--- config.mk ---
export PLATFORM = sky130hd
export DESIGN_NAME = tbc_smul
export DESIGN_NICKNAME = d
export VERILOG_FILES = /design/src/tbc_pkg.sv /design/src/tbc_smul.sv
export SDC_FILE = /design/constraint.sdc
export NUM_CORES = 2
export LEC_CHECK = 0
export BUFFER_PORTS_ARGS = -buffer_cell sky130_fd_sc_hd__buf_2
export CORE_MARGIN = 4
export CORE_UTILIZATION = 50
export CTS_BUF_LIST = sky130_fd_sc_hd__clkbuf_8
export CTS_CLUSTER_DIAMETER = 30
export CTS_CLUSTER_SIZE = 10
export DETAILED_ROUTE_END_ITERATION = 8
export PLACE_DENSITY = 0.62
export SETUP_SLACK_MARGIN = 0.05
export SYNTH_ARGS = -nofsm -noshare
export SYNTH_HDL_FRONTEND = slang
export SYNTH_SLANG_ARGS = --single-unit
--- constraint.sdc ---
create_clock -name clk -period 7.1 [get_ports clk]
set_input_delay 0 -clock clk [delete_from_list [all_inputs] [get_ports clk]]
set_output_delay 0 -clock clk [all_outputs]
set_load 0.02 [all_outputs]
--- src/tbc_pkg.sv ---
`timescale 1ns / 1ps
// Package for the triangle barycentric coordinates core.
// Holds shared widths, latencies, payload types and Q16.16 limits; no dependencies.
package tbc_pkg;

    localparam int CW = 16;              // input coordinate width
    localparam int EW = CW + 1;          // edge vector component width
    localparam int PW = 2 * EW;          // edge component product width
    localparam int DW = PW + 2;          // dot product width (sum of three)
    localparam int MW = 2 * DW;          // dot product pair product width
    localparam int OW = 32;              // Q16.16 weight width
    localparam int FB = 16;              // fraction bits of a weight
    localparam int QB = OW + 1;          // quotient bits resolved by the divider
    localparam int RW = MW + QB;         // divider remainder width

    localparam int MUL_LAT    = 2;
    localparam int DIV_LAT    = QB + 4;
    localparam int FRONT_LAT  = 4 + MUL_LAT;
    localparam int PIPE_DEPTH = FRONT_LAT + DIV_LAT;

    localparam int ONE_Q = 1 << FB;

    typedef logic signed [CW-1:0] coord_t;
    typedef logic signed [EW-1:0] edge_t;
    typedef logic signed [PW-1:0] prod_t;
    typedef logic signed [DW-1:0] dot_t;
    typedef logic signed [MW-1:0] wide_t;
    typedef logic signed [OW-1:0] weight_t;

    localparam weight_t W_MAX = {1'b0, {(OW-1){1'b1}}};
    localparam weight_t W_MIN = {1'b1, {(OW-1){1'b0}}};

    typedef struct packed {
        weight_t u;
        weight_t v;
        weight_t w;
        logic    degenerate;
    } res_t;

endpackage

--- src/tbc_smul.sv ---
`timescale 1ns / 1ps
// Two-stage signed multiplier for dot product pairs, built from four partial products.
// Depends on tbc_pkg.
module tbc_smul (
    input  logic          clk,
    input  logic          en,
    input  tbc_pkg::dot_t a,
    input  tbc_pkg::dot_t b,
    output tbc_pkg::wide_t p
);
    import tbc_pkg::*;

    localparam int HW = DW / 2;

    logic signed [HW-1:0]   a_hi, b_hi;
    logic        [HW-1:0]   a_lo, b_lo;
    logic signed [2*HW-1:0] hh_next, hh_reg;
    logic signed [2*HW:0]   hl_next, hl_reg, lh_next, lh_reg;
    logic        [2*HW-1:0] ll_next, ll_reg;
    wide_t                  p_next, p_reg;

    assign a_hi = a[DW-1:HW];
    assign b_hi = b[DW-1:HW];
    assign a_lo = a[HW-1:0];
    assign b_lo = b[HW-1:0];

    assign hh_next = a_hi * b_hi;
    assign hl_next = a_hi * $signed({1'b0, b_lo});
    assign lh_next = $signed({1'b0, a_lo}) * b_hi;
    assign ll_next = a_lo * b_lo;

    assign p_next = (MW'(hh_reg) <<< (2 * HW)) + (MW'(hl_reg) <<< HW)
                  + (MW'(lh_reg) <<< HW) + MW'(ll_reg);

    always_ff @(posedge clk)
    begin
        if (en)
        begin
            hh_reg <= hh_next;
            hl_reg <= hl_next;
            lh_reg <= lh_next;
            ll_reg <= ll_next;
            p_reg  <= p_next;
        end
    end

    assign p = p_reg;

endmodule

### After elaboration in Yosys (flattened, before gate mapping)

Index checks and enable logic that the tools add are counted.

| storage, ports and cells | value |
|---|---|
| flip-flop bits (word level) | 218 |
| bits of input ports | 74 |
| output and inout port bits | 72 |
| logic and storage cells | 12 |

| operators by class | value |
|---|---|
| add/sub/neg operators | 3 |
| multiply operators | 4 |

Operators by type and width:

| cell | count |
|---|---|
| 72-bit adder | 2 |
| 72-bit by 36-bit adder with 72-bit output | 1 |
| 18-bit by 18-bit multiplier with 36-bit output | 2 |
| 18-bit by 19-bit multiplier with 37-bit output | 1 |
| 19-bit by 18-bit multiplier with 37-bit output | 1 |

### Longest topological paths before layout

| logic depth | value |
|---|---|
| word-level depth | 3 |
| depth in mapped cells | 27 |
| gate-level depth less buffers | 25 |

### Least setup slack after synthesis

OpenSTA, ideal clock, no wires.

| timing path | value |
|---|---|
| kind | input to register |
| start point | input port a[29] |
| end point | register hh_reg[35] (data pin) |
| library setup time | 0.268 ns |
| arrival time | 5.993 ns |
| data required time | 6.832 ns |
| path slack | 0.839 ns |
| stages on the path | 23 |
| path buffers | 2 |
| cells stage by stage | clkbuf_1 > clkbuf_1 > nand2_1 > fa_1 > fa_1 > fa_1 > inv_1 > fa_1 > fa_1 > inv_1 > fa_1 > inv_1 > ha_1 > a21o_1 > a21o_1 > a211o_1 > nor2_1 > a211oi_1 > or4_1 > a21oi_2 > o211ai_2 > a2111oi_2 > nor3b_1 |

| between the ends | value |
|---|---|
| word-level cells in the longest chain between the ends | 1 |

RTL lines:

| item | RTL line | text |
|---|---|---|
| start: declaration | tbc_smul.sv:7 | `input tbc_pkg::dot_t a,` |
| 18-bit by 18-bit multiplier with 36-bit output | tbc_smul.sv:27 | `assign hh_next = a_hi * b_hi;` |
| via hh_next[35] | tbc_smul.sv:17 | `logic signed [2*HW-1:0] hh_next, hh_reg;` |
| end signal: assignment | tbc_smul.sv:39 | `hh_reg <= hh_next;` |
| end: declaration | tbc_smul.sv:17 |  |

The timed path passes the listed nets, and every way through them passes these cells.
A chain may end at the register's enable or synchronous reset.

### Worst setup path after layout

| timing path | value |
|---|---|
| start point | input port a[19] |
| end point | register hh_reg[35] (data pin) |

The elaborated chain is that of the path after synthesis.

==> run_results.csv <==
group,metric,value,unit
sta,setup-violations-final,0,
synthesis,synthCells,5724,
critical_path,worstSetupEndpointType,"register",
job,max-cap-violations,0,
synthesis,synth_ff_type,"edfxtp_1",
grt,grt_max_degree,123,
sta,rsz0062_at_grt,"no",
finish,final_nets,7547,
sta,setup_tns,0,ns
status,status,"finished, final reports clean",
synthesis,ys_ff_latch,218,
synthesis,ys_top_cells_by_area,"fa_1 42%, edfxtp_1 12%, ha_1 12%",
synthesis,netlist.area_leader.share,42.1,%
grt,grt.total_usage,25.6,%
floorplanning,die_h,339,µm
finish,multi_input_area,42200,µm²
clock_tree,cts_buffers,58,
grt,grt_pass1_wl,229,mm
clock_tree,ctsResizeCount,0,
clock_tree,clock_path_buffers,3,
detailed_routing,drt_wl_total,143,mm
floorplanning,io_pins,146,
sta,fin_crit,6.24,ns
sta,finClkSkew,0.0660,ns
critical_path,path_cells,"dlygate4sd3_1, buf_2, buf_12, nand2_1, fa_1, fa_1, inv_1, fa_1, fa_1, fa_1, inv_1, fa_1, inv_1, ha_1, o21a_1, o211ai_1, nand2_1, nand3_1, a211oi_1, or4_1, a21oi_2, o211ai_2, a2111oi_2, nor3b_1",
synthesis,synth_fp_nets,7470,
critical_path,cpPeakStageDelay,0.55,ns
sta,fmax,0.160,GHz
critical_path,arrival,6.69,ns
grt,grt_pass1_vias,40939,
floorplanning,die_w,339,µm
sta,slew_headroom,25.3,%
detailed_routing,drc,0,
finish,regArea,6550,µm²
critical_path,critPathLaunchType,"input pin",
detailed_routing,first_pass_iters,5,
detailed_routing,ant_nets,0,
floorplanning,core_area,109000,µm²
synthesis,async_flop_share,0,%
place,gp_congestion,0.894,
critical_path,timing.critical_path.mode_cell,"fa_1",
clock_tree,clockRootBuffer,"clkbuf_8",
clock_tree,clk_latency,0.74,ns
detailed_routing,vias,38561,
critical_path,cp.required,7.54,ns
synthesis,synth_top_cell_by_area,"fa_1",
place,port_buffers,145,
synthesis,postSynthAreaPerCell,9.56,µm²
floorplanning,initial_core_util,50.3,%
clock_tree,cts.sinks,218,
critical_path,critical_path.top_delay_family,"adder cells",
floorplanning,die-area,115000,µm²
synthesis,yosysUniqueCellTypes,78,
sta,hold_violations,0,
detailed_routing,viasPerCell,5.30,
finish,drive_gt1_share,6.84,%
clock_tree,clkTransAtPathRegs,0.06,ns
finish,n_fill_cell,9978,
critical_path,crit_type,"input pin to register",
floorplanning,rows,121,
detailed_routing,avgRoutedWirePerCell,19.7,µm
finish,syn2layout_area_growth,7.27,%
grt,antenna_found_initial,22,
finish,largest_register_ffs,72,
critical_path,worst-path-buf-inv,6,
sta,min_period_over_period,87.9,%
critical_path,cp_slowest_cell,"fa_1",
sta,tightest_slew,1.12,ns
critical_path,r2r_slack,2.73,ns
synthesis,netlist_area,54700,µm²
critical_path,worstPathMaxFanout,26,
grt,overflow,0,
place,dp_hpwl,116,mm
clock_tree,cts_tree,"built",
synthesis,ys.warnings.count,0,
sta,maxSlewViolCount,0,
synthesis,seq_area_frac_synth,12.0,%
clock_tree,htree_num_levels,2,
synthesis,synth_edf_count,218,
min_path,worst_hold_path_type,"input pin to register",
detailed_routing,initialDrtViolationCount,2168,
## synth_stat cells, types with 4 or more instances
cell type  count
and2_1       639
nand2b_1      32
nand3_1       29
a21o_1        76
o211ai_1      12
nor4_1         7
a21boi_0       4
fa_1        1151
xor2_1        45
nor2_1       122
clkbuf_1     275
xnor2_1      131
inv_1       1313
nor3_1        28
o21ai_1        6
a2111oi_0      4
or4_1          6
o2111ai_1      5
edfxtp_1     218
and3_1        19
nand2_1      682
nand4_1       18
or3_1          4
or2_2          4
a211o_1        7
a31oi_1       11
ha_1         521
o31ai_1        9
a21oi_1      140
o21ai_0       54
o21a_1        33
o21bai_1      26
and4_1         5
a211oi_1      10
nor2b_1       19
## repair_timing
item                      in CTS  in global routing
setup buffers                  0                  0
hold endpoints to repair      99                  0
hold buffers                   5                  0
## placed cells by master (no fill, tap or decap), types with 8 or more instances in the layout
cell type,instances
a211oi_1,10
nand4_1,18
inv_1,1319
a31oi_1,11
o21bai_1,26
nor2b_1,19
fa_1,1151
edfxtp_1,218
o21ai_0,54
clkinv_1,11
a21o_1,76
buf_2,144
clkinv_2,8
o211ai_1,12
xnor2_1,131
nand2_1,682
and3_1,19
nand3_1,29
nor3_1,28
buf_4,138
and2_1,639
nand2b_1,32
a21oi_1,140
o21a_1,33
xor2_1,45
clkbuf_8,58
ha_1,521
nor2_1,122
diode_2,10
o31ai_1,9
## area by class of cell
class / instances / area share [%]
tap: 1414 / 3.02
inverter: 1314 / 8.41
clock inverter: 48 / 0.800
antenna: 10 / 0.0426
multi-input combinational: 3914 / 71.9
sequential: 218 / 11.2
clock buffer: 58 / 1.36
timing repair buffer: 295 / 3.34
## per-stage QoR
stage / cell area (µm²) / hold slack, ns / worst slack, ns / instances / utilization [%]
6_report: 58700 / 0.199 / 0.857 / 7271 / 54.0
5_1_grt: 58700 / 0.195 / 0.543 / 7264 / 54.0
4_1_cts: 58700 / 0.141 / 0.920 / 7261 / 54.0
3_5_place_dp: 57300 / 0.406 / 0.431 / 7150 / 52.7
3_3_place_gp: 57300 / 0.403 / 0.492 / 7150 / 52.7
2_1_floorplan: 54700 / 0.112 / 0.839 / 5724 / -
## routing by layer
layer,vias up,GRT usage (%),wire [µm]
li1,17338,-,-
met1,19976,34.3,60300
met2,1014,42.9,69300
met3,225,4.01,8230
met4,8,8.57,5380
met5,-,0,55
## cells by family (layout without fill, tap and decap cells)
kind of cell / count (synthesis) / count (layout) / synth area share (%)
compound gates: 444 / 444 / 5.42
mux: 3 / 3 / 0.0572
buf+inv: 1592 / 1715 / 10.9
simple gates: 1619 / 1619 / 14.8
xor+xnor: 176 / 176 / 2.82
other cells: 0 / 10 / 0
fa+ha+maj: 1672 / 1672 / 54.0
flops: 218 / 218 / 12.0
## worst paths after layout
kind	startpoint	endpoint	cells past startpoint
setup / recovery	a[19]	hh_reg[35]$_DFFE_PP_	24
hold / removal	a[0]	lh_reg[0]$_DFFE_PP_	2
setup reg to reg	hl_reg[1]$_DFFE_PP_	p[71]$_DFFE_PP_	14
hold reg to reg	ll_reg[5]$_DFFE_PP_	p[5]$_DFFE_PP_	0
## worst reg2reg max path, delay by kind of cell, from the launching register on
family	cells	cell delay, ns
flip-flops	1	0.39
adder cells (fa/ha/maj)	3	1.17
AO/OA/AOI/OAI	6	1.74
buffers and inverters	1	0.07
XOR/XNOR	1	0.10
AND/OR/NAND/NOR	3	0.66
Power is left out: the tool's default activity adds up to more than one toggle a clock period on the data nets, which glitch-free logic cannot reach.
